===== config.mk =====
export PLATFORM = sky130hd
export DESIGN_NAME = two_list_ordered_id_table
export DESIGN_NICKNAME = d
export VERILOG_FILES = /design/src/hdl/tloit_pkg.sv /design/src/hdl/tloit_ram.sv /design/src/hdl/two_list_ordered_id_table.sv
export SDC_FILE = /design/constraint.sdc
export NUM_CORES = 2
export LEC_CHECK = 0
export BUFFER_PORTS_ARGS = -buffer_cell sky130_fd_sc_hd__buf_2
export CAP_MARGIN = 5
export CORE_MARGIN = 2
export CORE_UTILIZATION = 43
export CTS_CLUSTER_SIZE = 12
export DETAILED_ROUTE_END_ITERATION = 12
export HOLD_SLACK_MARGIN = 0.02
export PLACE_DENSITY = 0.67
export SKIP_LAST_GASP = 1
export SLEW_MARGIN = 15
export SYNTH_ARGS = -nofsm -noshare
export SYNTH_HDL_FRONTEND = slang
export SYNTH_SLANG_ARGS = --single-unit
export TNS_END_PERCENT = 50

===== constraint.sdc =====
create_clock -name clk -period 13 [get_ports clk]
set_input_delay 3.25 -clock clk [delete_from_list [all_inputs] [get_ports clk]]
set_output_delay 3.25 -clock clk [all_outputs]
set_load 0.02 [all_outputs]

===== src/hdl/tloit_pkg.sv =====
// Shared types and constants for the two-list ordered id table.
`default_nettype none

package tloit_pkg;

    localparam int ID_COUNT_DEF = 64;
    localparam int SENTINELS    = 4;
    localparam int ID_W         = 8;
    localparam int SLOT_W       = 7;
    localparam int COUNT_W      = 7;

    // sentinel slots
    localparam logic [SLOT_W-1:0] HEAD_ATTR   = 7'd0;
    localparam logic [SLOT_W-1:0] TAIL_ATTR   = 7'd1;
    localparam logic [SLOT_W-1:0] HEAD_STYLE  = 7'd2;
    localparam logic [SLOT_W-1:0] TAIL_STYLE  = 7'd3;
    localparam logic [SLOT_W-1:0] FIRST_ENTRY = SLOT_W'(SENTINELS);

    // place codes
    localparam logic [1:0] PLACE_ATTR  = 2'd0;
    localparam logic [1:0] PLACE_STYLE = 2'd1;

    typedef enum logic {
        KIND_PUT  = 1'b0,
        KIND_WALK = 1'b1
    } kind_t;

    typedef enum logic [1:0] {
        ST_OK        = 2'd0,
        ST_BAD_PLACE = 2'd1,
        ST_BAD_ID    = 2'd2
    } status_t;

    // one row of the link memory
    typedef struct packed {
        logic [SLOT_W-1:0] next;
        logic [SLOT_W-1:0] prev;
        logic              place;
        logic [ID_W-1:0]   key;
    } link_row_t;

    typedef enum logic [3:0] {
        S_IDLE,
        S_NEW_FIX,
        S_LOOK,
        S_ROW,
        S_MV_A,
        S_MV_A_WR,
        S_MV_B,
        S_MV_B_WR,
        S_MV_C,
        S_MV_C_WR,
        S_MV_D,
        S_WALK,
        S_EMIT
    } state_t;

endpackage

`default_nettype wire


===== src/hdl/tloit_ram.sv =====
// Generic simple dual-port RAM: one write port, one registered read port.
`default_nettype none

module tloit_ram #(
    parameter int WIDTH = tloit_pkg::SLOT_W,
    parameter int DEPTH = tloit_pkg::ID_COUNT_DEF
) (
    input  logic                     clk,
    input  logic                     wr_en,
    input  logic [$clog2(DEPTH)-1:0] wr_addr,
    input  logic [WIDTH-1:0]         wr_data,
    input  logic                     rd_en,
    input  logic [$clog2(DEPTH)-1:0] rd_addr,
    output logic [WIDTH-1:0]         rd_data
);

    logic [WIDTH-1:0] mem [DEPTH];

    always_ff @(posedge clk)
    begin
        if (wr_en)
        begin
            mem[wr_addr] <= wr_data;
        end
        if (rd_en)
        begin
            rd_data <= mem[rd_addr];
        end
    end

endmodule

`default_nettype wire


===== src/hdl/two_list_ordered_id_table.sv =====
// Two-list ordered id table: ids kept in two insertion-ordered linked lists.
// A put or move updates each non-sentinel neighbor by read-modify-write on the link RAM port;
// a same-list put only looks up its slot.
// Walk: the first row is read from the link RAM, then one id per cycle unstalled.
// Next item is taken the cycle after the last result enters the output register.
// Async active-low reset clears control, counts, sentinels and presence bits; no RAM sweep.
`default_nettype none

module two_list_ordered_id_table #(
    parameter int ID_COUNT = tloit_pkg::ID_COUNT_DEF
) (
    input  logic                          clk,
    input  logic                          rst_n,
    // input channel
    input  logic                          in_valid,
    output logic                          in_stall,
    input  logic                          kind,
    input  logic [tloit_pkg::ID_W-1:0]    id,
    input  logic [1:0]                    place,
    // result channel
    output logic                          out_valid,
    input  logic                          out_stall,
    output logic [1:0]                    status,
    output logic [tloit_pkg::SLOT_W-1:0]  slot,
    output logic                          created,
    output logic                          moved,
    output logic [tloit_pkg::COUNT_W-1:0] attr_count,
    output logic [tloit_pkg::COUNT_W-1:0] style_count,
    output logic [tloit_pkg::ID_W-1:0]    listed_id,
    output logic                          valid_res,
    output logic                          last
);

    import tloit_pkg::*;

    localparam int IW    = $clog2(ID_COUNT);
    localparam int ROW_W = $bits(link_row_t);

    // Entry slots start after the four sentinels; RAM row = slot - SENTINELS.
    function automatic logic [IW-1:0] row_of(input logic [SLOT_W-1:0] s);
        return IW'(s - FIRST_ENTRY);
    endfunction

    function automatic logic [SLOT_W-1:0] tail_of(input logic pl);
        return pl ? TAIL_STYLE : TAIL_ATTR;
    endfunction

    // ---------------------------------------------------------------
    // State
    // ---------------------------------------------------------------
    state_t state_reg, state_next;

    // item being worked on
    logic              pl_reg, pl_next;        // target list: 0 attr, 1 style
    logic [ID_W-1:0]   id_reg, id_next;
    logic [SLOT_W-1:0] s_reg, s_next;          // entry slot
    logic [SLOT_W-1:0] p_reg, p_next;          // predecessor / append point
    logic [SLOT_W-1:0] n_reg, n_next;          // successor

    // result waiting for the output register
    status_t           pstat_reg, pstat_next;
    logic [SLOT_W-1:0] pslot_reg, pslot_next;
    logic              pcreated_reg, pcreated_next;
    logic              pmoved_reg, pmoved_next;

    // table-wide state
    logic [SLOT_W-1:0]  free_reg, free_next;
    logic [COUNT_W-1:0] attr_cnt_reg, attr_cnt_next;
    logic [COUNT_W-1:0] style_cnt_reg, style_cnt_next;

    // Sentinel links live in flops: head.next (first) and tail.prev (last)
    // of each list. head.prev and tail.next never change.
    logic [SLOT_W-1:0] attr_first_reg, attr_first_next;
    logic [SLOT_W-1:0] style_first_reg, style_first_next;
    logic [SLOT_W-1:0] attr_last_reg, attr_last_next;
    logic [SLOT_W-1:0] style_last_reg, style_last_next;

    // presence bit per id; the slot RAM entry is only read when set
    logic [ID_COUNT-1:0] present_reg;
    logic                present_set;
    logic [IW-1:0]       id_idx;

    // output register
    logic               out_valid_reg, out_valid_next;
    status_t            o_status_reg, o_status_next;
    logic [SLOT_W-1:0]  o_slot_reg, o_slot_next;
    logic               o_created_reg, o_created_next;
    logic               o_moved_reg, o_moved_next;
    logic [COUNT_W-1:0] o_attr_reg, o_attr_next;
    logic [COUNT_W-1:0] o_style_reg, o_style_next;
    logic [ID_W-1:0]    o_lid_reg, o_lid_next;
    logic               o_vres_reg, o_vres_next;
    logic               o_last_reg, o_last_next;
    logic               out_free;

    // RAM ports
    logic              sm_wr_en, sm_rd_en;
    logic [IW-1:0]     sm_wr_addr, sm_rd_addr;
    logic [SLOT_W-1:0] sm_wr_data, sm_rd_data;

    logic              lk_wr_en, lk_rd_en;
    logic [IW-1:0]     lk_wr_addr, lk_rd_addr;
    logic [ROW_W-1:0]  lk_rd_data;
    link_row_t         lk_wr_row, lk_rd_row;

    assign id_idx    = id[IW-1:0];
    assign lk_rd_row = lk_rd_data;

    // Output register frees up when empty or being drained this cycle.
    assign out_free  = !out_valid_reg || !out_stall;
    assign in_stall  = (state_reg != S_IDLE);

    // ---------------------------------------------------------------
    // Memories: id -> slot map, and link rows for entry slots
    // ---------------------------------------------------------------
    tloit_ram #(
        .WIDTH (SLOT_W),
        .DEPTH (ID_COUNT)
    ) u_slot_ram (
        .clk     (clk),
        .wr_en   (sm_wr_en),
        .wr_addr (sm_wr_addr),
        .wr_data (sm_wr_data),
        .rd_en   (sm_rd_en),
        .rd_addr (sm_rd_addr),
        .rd_data (sm_rd_data)
    );

    tloit_ram #(
        .WIDTH (ROW_W),
        .DEPTH (ID_COUNT)
    ) u_link_ram (
        .clk     (clk),
        .wr_en   (lk_wr_en),
        .wr_addr (lk_wr_addr),
        .wr_data (lk_wr_row),
        .rd_en   (lk_rd_en),
        .rd_addr (lk_rd_addr),
        .rd_data (lk_rd_data)
    );

    // ---------------------------------------------------------------
    // Sequencer. Link fixups are read-modify-write on the link RAM;
    // rows touched by one item are always distinct, and every write of
    // an item lands before the next item's first read, so no forwarding.
    // ---------------------------------------------------------------
    always_comb
    begin
        logic [SLOT_W-1:0] cur;
        logic [SLOT_W-1:0] tail_prev;
        link_row_t         row;

        cur       = pl_reg ? style_first_reg : attr_first_reg;
        tail_prev = pl_reg ? style_last_reg : attr_last_reg;
        row       = lk_rd_row;

        state_next       = state_reg;
        pl_next          = pl_reg;
        id_next          = id_reg;
        s_next           = s_reg;
        p_next           = p_reg;
        n_next           = n_reg;
        pstat_next       = pstat_reg;
        pslot_next       = pslot_reg;
        pcreated_next    = pcreated_reg;
        pmoved_next      = pmoved_reg;
        free_next        = free_reg;
        attr_cnt_next    = attr_cnt_reg;
        style_cnt_next   = style_cnt_reg;
        attr_first_next  = attr_first_reg;
        style_first_next = style_first_reg;
        attr_last_next   = attr_last_reg;
        style_last_next  = style_last_reg;
        present_set      = 1'b0;

        sm_wr_en   = 1'b0;
        sm_wr_addr = id_idx;
        sm_wr_data = free_reg;
        sm_rd_en   = 1'b0;
        sm_rd_addr = id_idx;
        lk_wr_en   = 1'b0;
        lk_wr_addr = '0;
        lk_wr_row  = lk_rd_row;
        lk_rd_en   = 1'b0;
        lk_rd_addr = '0;

        o_status_next  = o_status_reg;
        o_slot_next    = o_slot_reg;
        o_created_next = o_created_reg;
        o_moved_next   = o_moved_reg;
        o_attr_next    = o_attr_reg;
        o_style_next   = o_style_reg;
        o_lid_next     = o_lid_reg;
        o_vres_next    = o_vres_reg;
        o_last_next    = o_last_reg;
        out_valid_next = out_stall ? out_valid_reg : 1'b0;

        unique case (state_reg)
            S_IDLE:
            begin
                if (in_valid)
                begin
                    pl_next       = place[0];
                    id_next       = id;
                    pstat_next    = ST_OK;
                    pslot_next    = '0;
                    pcreated_next = 1'b0;
                    pmoved_next   = 1'b0;
                    cur       = place[0] ? style_first_reg : attr_first_reg;
                    tail_prev = place[0] ? style_last_reg : attr_last_reg;
                    if (place > PLACE_STYLE)
                    begin
                        // invalid place (deleted or bad code): checked ahead of everything else
                        pstat_next = ST_BAD_PLACE;
                        state_next = S_EMIT;
                    end
                    else if (kind == KIND_WALK)
                    begin
                        if (cur == tail_of(place[0]))
                        begin
                            // empty list: one result with valid_res low
                            state_next = S_EMIT;
                        end
                        else
                        begin
                            lk_rd_en   = 1'b1;
                            lk_rd_addr = row_of(cur);
                            state_next = S_WALK;
                        end
                    end
                    else if (id >= ID_W'(ID_COUNT))
                    begin
                        pstat_next = ST_BAD_ID;
                        state_next = S_EMIT;
                    end
                    else if (!present_reg[id_idx])
                    begin
                        // new id: take the free slot and append at the tail
                        present_set     = 1'b1;
                        sm_wr_en        = 1'b1;
                        lk_wr_en        = 1'b1;
                        lk_wr_addr      = row_of(free_reg);
                        lk_wr_row.next  = tail_of(place[0]);
                        lk_wr_row.prev  = tail_prev;
                        lk_wr_row.place = place[0];
                        lk_wr_row.key   = id;
                        free_next       = free_reg + SLOT_W'(1);
                        s_next          = free_reg;
                        p_next          = tail_prev;
                        pslot_next      = free_reg;
                        pcreated_next   = 1'b1;
                        if (place[0])
                        begin
                            style_cnt_next  = style_cnt_reg + COUNT_W'(1);
                            style_last_next = free_reg;
                        end
                        else
                        begin
                            attr_cnt_next  = attr_cnt_reg + COUNT_W'(1);
                            attr_last_next = free_reg;
                        end
                        if (tail_prev < FIRST_ENTRY)
                        begin
                            // list was empty: head sentinel points at it
                            if (place[0])
                            begin
                                style_first_next = free_reg;
                            end
                            else
                            begin
                                attr_first_next = free_reg;
                            end
                            state_next = S_EMIT;
                        end
                        else
                        begin
                            lk_rd_en   = 1'b1;
                            lk_rd_addr = row_of(tail_prev);
                            state_next = S_NEW_FIX;
                        end
                    end
                    else
                    begin
                        sm_rd_en   = 1'b1;
                        state_next = S_LOOK;
                    end
                end
            end

            S_NEW_FIX:
            begin
                // old tail entry now points at the new slot
                lk_wr_en       = 1'b1;
                lk_wr_addr     = row_of(p_reg);
                lk_wr_row.next = s_reg;
                state_next     = S_EMIT;
            end

            S_LOOK:
            begin
                s_next     = sm_rd_data;
                lk_rd_en   = 1'b1;
                lk_rd_addr = row_of(sm_rd_data);
                state_next = S_ROW;
            end

            S_ROW:
            begin
                pslot_next = s_reg;
                if (row.place == pl_reg)
                begin
                    state_next = S_EMIT;
                end
                else
                begin
                    p_next     = row.prev;
                    n_next     = row.next;
                    state_next = S_MV_A;
                end
            end

            // unlink: prev.next = next
            S_MV_A:
            begin
                if (p_reg < FIRST_ENTRY)
                begin
                    if (pl_reg)
                    begin
                        attr_first_next = n_reg;
                    end
                    else
                    begin
                        style_first_next = n_reg;
                    end
                    state_next = S_MV_B;
                end
                else
                begin
                    lk_rd_en   = 1'b1;
                    lk_rd_addr = row_of(p_reg);
                    state_next = S_MV_A_WR;
                end
            end

            S_MV_A_WR:
            begin
                lk_wr_en       = 1'b1;
                lk_wr_addr     = row_of(p_reg);
                lk_wr_row.next = n_reg;
                state_next     = S_MV_B;
            end

            // unlink: next.prev = prev
            S_MV_B:
            begin
                if (n_reg < FIRST_ENTRY)
                begin
                    if (pl_reg)
                    begin
                        attr_last_next = p_reg;
                    end
                    else
                    begin
                        style_last_next = p_reg;
                    end
                    state_next = S_MV_C;
                end
                else
                begin
                    lk_rd_en   = 1'b1;
                    lk_rd_addr = row_of(n_reg);
                    state_next = S_MV_B_WR;
                end
            end

            S_MV_B_WR:
            begin
                lk_wr_en       = 1'b1;
                lk_wr_addr     = row_of(n_reg);
                lk_wr_row.prev = p_reg;
                state_next     = S_MV_C;
            end

            // append: old tail of target list points at the entry
            S_MV_C:
            begin
                p_next = tail_prev;
                if (tail_prev < FIRST_ENTRY)
                begin
                    if (pl_reg)
                    begin
                        style_first_next = s_reg;
                    end
                    else
                    begin
                        attr_first_next = s_reg;
                    end
                    state_next = S_MV_D;
                end
                else
                begin
                    lk_rd_en   = 1'b1;
                    lk_rd_addr = row_of(tail_prev);
                    state_next = S_MV_C_WR;
                end
            end

            S_MV_C_WR:
            begin
                lk_wr_en       = 1'b1;
                lk_wr_addr     = row_of(p_reg);
                lk_wr_row.next = s_reg;
                state_next     = S_MV_D;
            end

            S_MV_D:
            begin
                lk_wr_en        = 1'b1;
                lk_wr_addr      = row_of(s_reg);
                lk_wr_row.next  = tail_of(pl_reg);
                lk_wr_row.prev  = p_reg;
                lk_wr_row.place = pl_reg;
                lk_wr_row.key   = id_reg;
                pmoved_next     = 1'b1;
                if (pl_reg)
                begin
                    style_last_next = s_reg;
                    style_cnt_next  = style_cnt_reg + COUNT_W'(1);
                    attr_cnt_next   = attr_cnt_reg - COUNT_W'(1);
                end
                else
                begin
                    attr_last_next = s_reg;
                    attr_cnt_next  = attr_cnt_reg + COUNT_W'(1);
                    style_cnt_next = style_cnt_reg - COUNT_W'(1);
                end
                state_next = S_EMIT;
            end

            S_WALK:
            begin
                // row of the current entry sits on the RAM output until used
                if (out_free)
                begin
                    out_valid_next = 1'b1;
                    o_status_next  = ST_OK;
                    o_slot_next    = '0;
                    o_created_next = 1'b0;
                    o_moved_next   = 1'b0;
                    o_attr_next    = attr_cnt_reg;
                    o_style_next   = style_cnt_reg;
                    o_lid_next     = row.key;
                    o_vres_next    = 1'b1;
                    o_last_next    = (row.next == tail_of(pl_reg));
                    if (row.next == tail_of(pl_reg))
                    begin
                        state_next = S_IDLE;
                    end
                    else
                    begin
                        lk_rd_en   = 1'b1;
                        lk_rd_addr = row_of(row.next);
                    end
                end
            end

            S_EMIT:
            begin
                if (out_free)
                begin
                    out_valid_next = 1'b1;
                    o_status_next  = pstat_reg;
                    o_slot_next    = pslot_reg;
                    o_created_next = pcreated_reg;
                    o_moved_next   = pmoved_reg;
                    o_attr_next    = attr_cnt_reg;
                    o_style_next   = style_cnt_reg;
                    o_lid_next     = '0;
                    o_vres_next    = 1'b0;
                    o_last_next    = 1'b1;
                    state_next     = S_IDLE;
                end
            end

            default:
            begin
                state_next = S_IDLE;
            end
        endcase
    end

    // ---------------------------------------------------------------
    // Control registers
    // ---------------------------------------------------------------
    always_ff @(posedge clk or negedge rst_n)
    begin
        if (!rst_n)
        begin
            state_reg       <= S_IDLE;
            out_valid_reg   <= 1'b0;
            free_reg        <= FIRST_ENTRY;
            attr_cnt_reg    <= '0;
            style_cnt_reg   <= '0;
            attr_first_reg  <= TAIL_ATTR;
            style_first_reg <= TAIL_STYLE;
            attr_last_reg   <= HEAD_ATTR;
            style_last_reg  <= HEAD_STYLE;
            present_reg     <= '0;
        end
        else
        begin
            state_reg       <= state_next;
            out_valid_reg   <= out_valid_next;
            free_reg        <= free_next;
            attr_cnt_reg    <= attr_cnt_next;
            style_cnt_reg   <= style_cnt_next;
            attr_first_reg  <= attr_first_next;
            style_first_reg <= style_first_next;
            attr_last_reg   <= attr_last_next;
            style_last_reg  <= style_last_next;
            if (present_set)
            begin
                present_reg[id_idx] <= 1'b1;
            end
        end
    end

    // ---------------------------------------------------------------
    // Payload registers
    // ---------------------------------------------------------------
    always_ff @(posedge clk)
    begin
        pl_reg        <= pl_next;
        id_reg        <= id_next;
        s_reg         <= s_next;
        p_reg         <= p_next;
        n_reg         <= n_next;
        pstat_reg     <= pstat_next;
        pslot_reg     <= pslot_next;
        pcreated_reg  <= pcreated_next;
        pmoved_reg    <= pmoved_next;
        o_status_reg  <= o_status_next;
        o_slot_reg    <= o_slot_next;
        o_created_reg <= o_created_next;
        o_moved_reg   <= o_moved_next;
        o_attr_reg    <= o_attr_next;
        o_style_reg   <= o_style_next;
        o_lid_reg     <= o_lid_next;
        o_vres_reg    <= o_vres_next;
        o_last_reg    <= o_last_next;
    end

    assign out_valid   = out_valid_reg;
    assign status      = o_status_reg;
    assign slot        = o_slot_reg;
    assign created     = o_created_reg;
    assign moved       = o_moved_reg;
    assign attr_count  = o_attr_reg;
    assign style_count = o_style_reg;
    assign listed_id   = o_lid_reg;
    assign valid_res   = o_vres_reg;
    assign last        = o_last_reg;

endmodule

`default_nettype wire


### Yosys cells after proc, flatten, opt, wreduce, memory -nomap -nowiden

Memory sizes are Yosys's and may differ from the RTL's. A register that Yosys moved wholly into a read port is not among the register bits.
Index checks and enable logic that the tools add are counted.
Widths: inputs -> output; s select.

* register bits after elaboration: 194
* RAM bits: 1920
* bits of input ports: 15
* output and inout port bits: 37
* word-level logic and storage cells: 314
* memories kept: 2

* $add $sub $neg: 14
* $lt $le $gt $ge: 8
* eq/ne operators: 38
* mux-type cells: 181
* bitwise operators: 6
* reductions and logical operators: 36

Memory list
* u_link_ram.mem: depth 64, bits a word 23, rd ports 1, clocked after memory_dff 1, wr ports 1, line tloit_ram.sv:17 `logic [WIDTH-1:0] mem [DEPTH];`
* u_slot_ram.mem: depth 64, bits a word 7, rd ports 1, clocked after memory_dff 1, wr ports 1, line tloit_ram.sv:17

Operators with widths (count)
* $mux 7: 71
* $mux 23: 5
* $pmux 7 s3: 5
* $mux 6: 17
* $pmux 7 s2: 6
* $or 64x64->64: 1
* $sub 6x3->6 const B: 9
* $pmux 4 s12: 1
* $ne 2x2->1 const B: 23
* $mux 4: 11
* $mux 1: 40
* $pmux 6 s6: 1
* $lt 7x3->1 const B: 4
* $pmux 7 s4: 1
* $pmux 6 s4: 1
* $reduce_and 12->1: 2
* $add 7x1->7 const B: 3
* $reduce_and 7->1: 3
* $eq 4x4->1 const B: 5
* $reduce_and 10->1: 2
* $pmux 9 s2: 1
* $eq 4x3->1 const B: 4
* $mux 8: 2
* $pmux 8 s2: 1
* 31 further kinds: 64

### Longest topological paths before layout

* depth in word-level cells: 10
* gate-level depth with buffers: 19
* mapped depth without buffers: 13

### Modules after synthesis

From an unflattened synthesis, not the netlist that was laid out.

* cell total of the unflattened synthesis: 4302
* area, all modules: 85194.2 sq um

Modules (own cells, without submodules)
* tloit_ram at u_link_ram: times used 1, cells an instance 2458, area an instance 56812.0 sq um, seq. area each 44893.1 sq um
* tloit_ram at u_slot_ram: times used 1, cells an instance 837, area an instance 17743.3 sq um, seq. area each 13663.1 sq um
* two_list_ordered_id_table: times used 1, cells an instance 1007, area an instance 10639.0 sq um, seq. area each 5241.3 sq um

### Worst setup path before layout

No wires, ideal clock.

* path kind: input -> register
* from: input id[1] in the netlist's numbering
* to: memory u_link_ram.mem[0][6] in the netlist's numbering (data pin)
* setup time: 0.702 ns
* data arrival time: 7.624 ns
* required time: 12.298 ns
* setup slack: 4.674 ns
* stages: 12
* path buffers: 5
* cells stage by stage: buf_2 and2_1 clkbuf_1 a22oi_1 nand3_1 and4b_1 nand2_1 nor3_1 buf_2 buf_1 clkbuf_1 o21ai_0

RTL lines
* start, declared: line two_list_ordered_id_table.sv:18 `input logic [tloit_pkg::ID_W-1:0] id,`
* end, declared: line tloit_ram.sv:17

### Final worst setup path

* from: input place[0]
* to: register u_link_ram.rd_data[18], read port of u_link_ram.mem (data pin)

* cells in the longest elaborated chain, start to end: 9
* elaborated cells between the ends (all ways): 24
* classes of those cells: 2 x add/sub; 2 x order compare; 1 x eq/ne; 19 x mux

Ends and longest elaborated chain
* start, declared: line two_list_ordered_id_table.sv:19 `input logic [1:0] place,`
* $mux 7: line two_list_ordered_id_table.sv:210 `tail_prev = place[0] ? style_last_reg : attr_last_reg;`
* $sub 6x3->6 / $lt 7x3->1 (equally long branches): line two_list_ordered_id_table.sv:41, two_list_ordered_id_table.sv:262
* $mux 6 / $mux 1 (equally long branches): line two_list_ordered_id_table.sv:262 `if (tail_prev < FIRST_ENTRY)`
* $mux 6 / $mux 1 (equally long branches): line two_list_ordered_id_table.sv:236 `else if (!present_reg[id_idx])`
* $mux 6 / $mux 1 (equally long branches): line two_list_ordered_id_table.sv:231 `else if (id >= ID_W'(ID_COUNT))`
* $mux 6 / $mux 1 (equally long branches): line two_list_ordered_id_table.sv:217 `else if (kind == KIND_WALK)`
* $mux 6 / $mux 1 (equally long branches): line two_list_ordered_id_table.sv:211 `if (place > PLACE_STYLE)`
* $mux 6 / $mux 1 (equally long branches): line two_list_ordered_id_table.sv:201 `if (in_valid)`
* $pmux 6 s6 / $pmux 1 s6 (equally long branches): line two_list_ordered_id_table.sv:198 `unique case (state_reg)`
* end, declared: line tloit_ram.sv:14 `output logic [WIDTH-1:0] rd_data`

Parallel ways exist; a longest one is shown, timed or not.
A chain may end at the register's enable or synchronous reset.

==> run summary <==
Status - finished, final reports clean
Reg2Reg Launch Point - state_reg[0]
Power Dens Cells - 238.6 nW/µm²
Routed wire length per instance - 28.90 µm
Post-synthesis simple-gate area fraction - 11.42%
Register bit total from synthesis - 2,144
Nature of the critical path startpoint - input pin
DPL Wire Length - 153,900 µm
Period utilization - 66.30%
Synth-to-layout area growth - 11.32%
Worst stage delay on the critical path - 800 ps
Final WL - 256,900 µm
HP Start - present_reg[21]
TritonCTS buffer count - 208
RSZ-0062 raised after global routing - false
CTS Sinks - 2,144
Die ar. - 203,800 µm²
Top Ports - 52
First drt pass iteration count - 8
Crit-path cells - buf_2 > mux2i_1 > ha_1 > nand3_1 > o211a_1 > and2_1 > a21oi_4 > buf_4 > nand2_8 > buf_4 > a211oi_1 > o21ai_0 > a32oi_1 > nand4_1 > or3_1
Hold_buf cts - 0
WHS - 468.4 ps
Final setup fails - 0
Layout cell share with drive strength beyond 1 - 11.88%
H-tree Lvls - 4
Site row count - 164
Synth Area per Inst - 14.19 µm²
Mapped Cells - 6,068
GRT Util Overall - 24.67%
CTS tree - built
Worst Path Arrival - 9250 ps
IO Port Bufs - 51
Largest register FFs - 1,472
Largest family of logic cells by synthesized area - simple AND/OR/NAND/NOR gates
Final min period - 8618 ps
Ys flop type - edfxtp_1
Die height - 451.5 µm
Rel. slew slack - 22.71%
Fraction of registers with async set/reset - 5.504%
Synth warnings - 0
Vias - 55,190
Post-Syn Area - 86,100 µm²
GP Congestion - 0.9682
Hold Fails Final Rpt - 0
Xor/xnor cell area share of the yosys netlist - 0.3764%
Syn nets - 6,099
Leakage - 32.72 nW
Setup TNS - 0 ps
R2r setup slk - 6380 ps
Pin count of the biggest net entering global routing - 158
Leading cell types in the layout, fill and taps excluded - 2,026 x edfxtp_1, 1,054 x nand2_1, 414 x nand3_1, 210 x clkbuf_16, 187 x a21oi_1
Post-synth EDFFs - 2,026
Non-filler instance count after layout - 8,891
Pre-CTS WS - 3707 ps
Mux cell area share after synthesis - 2.674%
F_max - 0.1160 GHz
DRC viols - 0
Worst Tran Pin Value - 1155 ps
Die width - 451.5 µm
Placed Cells - 8,553
Kind of critical path - input pin to flop
Compound-cell area share of the yosys netlist - 8.998%
Post-Synth Adder-Cell Area - 0.2325%
Clk buf depth - 3
Worst-skew pair later-pin latency - 890 ps
Iteration-0 DRC Markers - 8,098
Crit. End Element - flop
Worst Skew - 93.82 ps
Sequential cell area fraction in the yosys report - 74.10%
Grt total ovfl - 0
CP Data Required Time - 13,630 ps
Max Cap Violations - 0
HP Class - flop to flop
Crit-path slowest cell - a32oi_1
Fillers - 16,840
Final WS setup - 4382 ps
Vias per inst - 6.208
Nets@finish - 6,138
Worst-path clk slew - 60 ps
Commonest non-fill, non-tap cell in the layout - edfxtp_1
Global-route wire length before repair - 370,300 µm
Starting density of the core - 43.17%
Core ar. - 199,500 µm²
Initial antenna violation count - 18
Setup crit start - place[0]
Post-CTS Setup Inserts - 0
Synth cell types - 106
Maximum vdd ir drop - 0.2413 mV
Number of global-route vias before repair - 51,810
Critical path's most frequent cell - buf_4
Number of gates resized after cts - 0
Root Driver - clkbuf_16
Count of pins over their slew limit - 0
Post-route ant nets - 0
Crit Path Max Fanout - 93
cells by family after synthesis:
family | after synthesis
compound gates | 1076
xor+xnor | 37
fa+ha+maj | 16
buf+inv | 433
flops | 2144
mux | 219
simple gates | 2143
final timing paths:
path                                           to  cells after the start
max                        u_link_ram.rd_data[18]                     15
min reg2reg                       present_reg[21]                      1
min in group asynchronous         present_reg[23]                      1
min                               present_reg[21]                      1
max in group asynchronous             free_reg[0]                      2
max reg2reg                u_link_ram.rd_data[18]                     14
stage by stage:
stage               util [%]  cell area, µm²  power (W)
finish                 48.05           95840    0.02286
CTS                    48.03           95800    0.02268
global route           48.04           95830    0.02357
detailed placement     44.98           89710    0.01718
global placement       44.98           89710    0.01707
floorplan                  -           86100    0.01386
worst max-delay path: cells and delay by family:
family | cells | cell delay [ps]
compound gates | 5 | 2020
fa+ha+maj | 1 | 240
simple gates | 5 | 1550
mux | 1 | 380
buf+inv | 3 | 1590
final cells by class:
class | count | area (µm²) | area share [%]
multi-input cells | 3491 | 20860 | 21.76
repair buffers | 222 | 1594 | 1.663
clock inverters | 43 | 462.9 | 0.4830
clock buffers | 287 | 5624 | 5.868
diodes | 8 | 20.02 | 0.02089
flip-flops and latches | 2144 | 63800 | 66.57
well taps | 2656 | 3323 | 3.467
inverters | 40 | 155.1 | 0.1619
report_power, final:
part           internal, W  total, W  switching, W
clock network      0.00304   0.00557       0.00253
logic              0.00195   0.00807       0.00612
registers          0.00893   0.00922      0.000288
cells in the mapped netlist (67+ instances only):
cell	number	area (µm²)
nor2_1	243	912.1
a22oi_1	146	1096
a211oi_1	155	1164
clkbuf_1	187	701.9
and3_1	146	913.4
a21oi_1	187	935.9
a31oi_1	79	494.2
nand3_1	416	2082
edfxtp_1	2026	60840
buf_2	136	680.7
nand2_1	1055	3960
mux2i_1	180	1802
or2_2	67	419.2
o21ai_0	95	475.5
dfrtp_1	113	2828
metal layers:
| layer | GRT usage [%] | share of wire [%] | wire [µm] | vias up |
|---|---|---|---|---|
| li1 | - | - | - | 23320 |
| met1 | 33.90 | 39 | 100100 | 27920 |
| met2 | 37.04 | 45 | 115600 | 3395 |
| met3 | 6.401 | 11 | 29390 | 548 |
| met4 | 10.93 | 4.6 | 11700 | 18 |
| met5 | 0 | 0.043 | 110 | - |
Power figures use the tool's default switching activity.
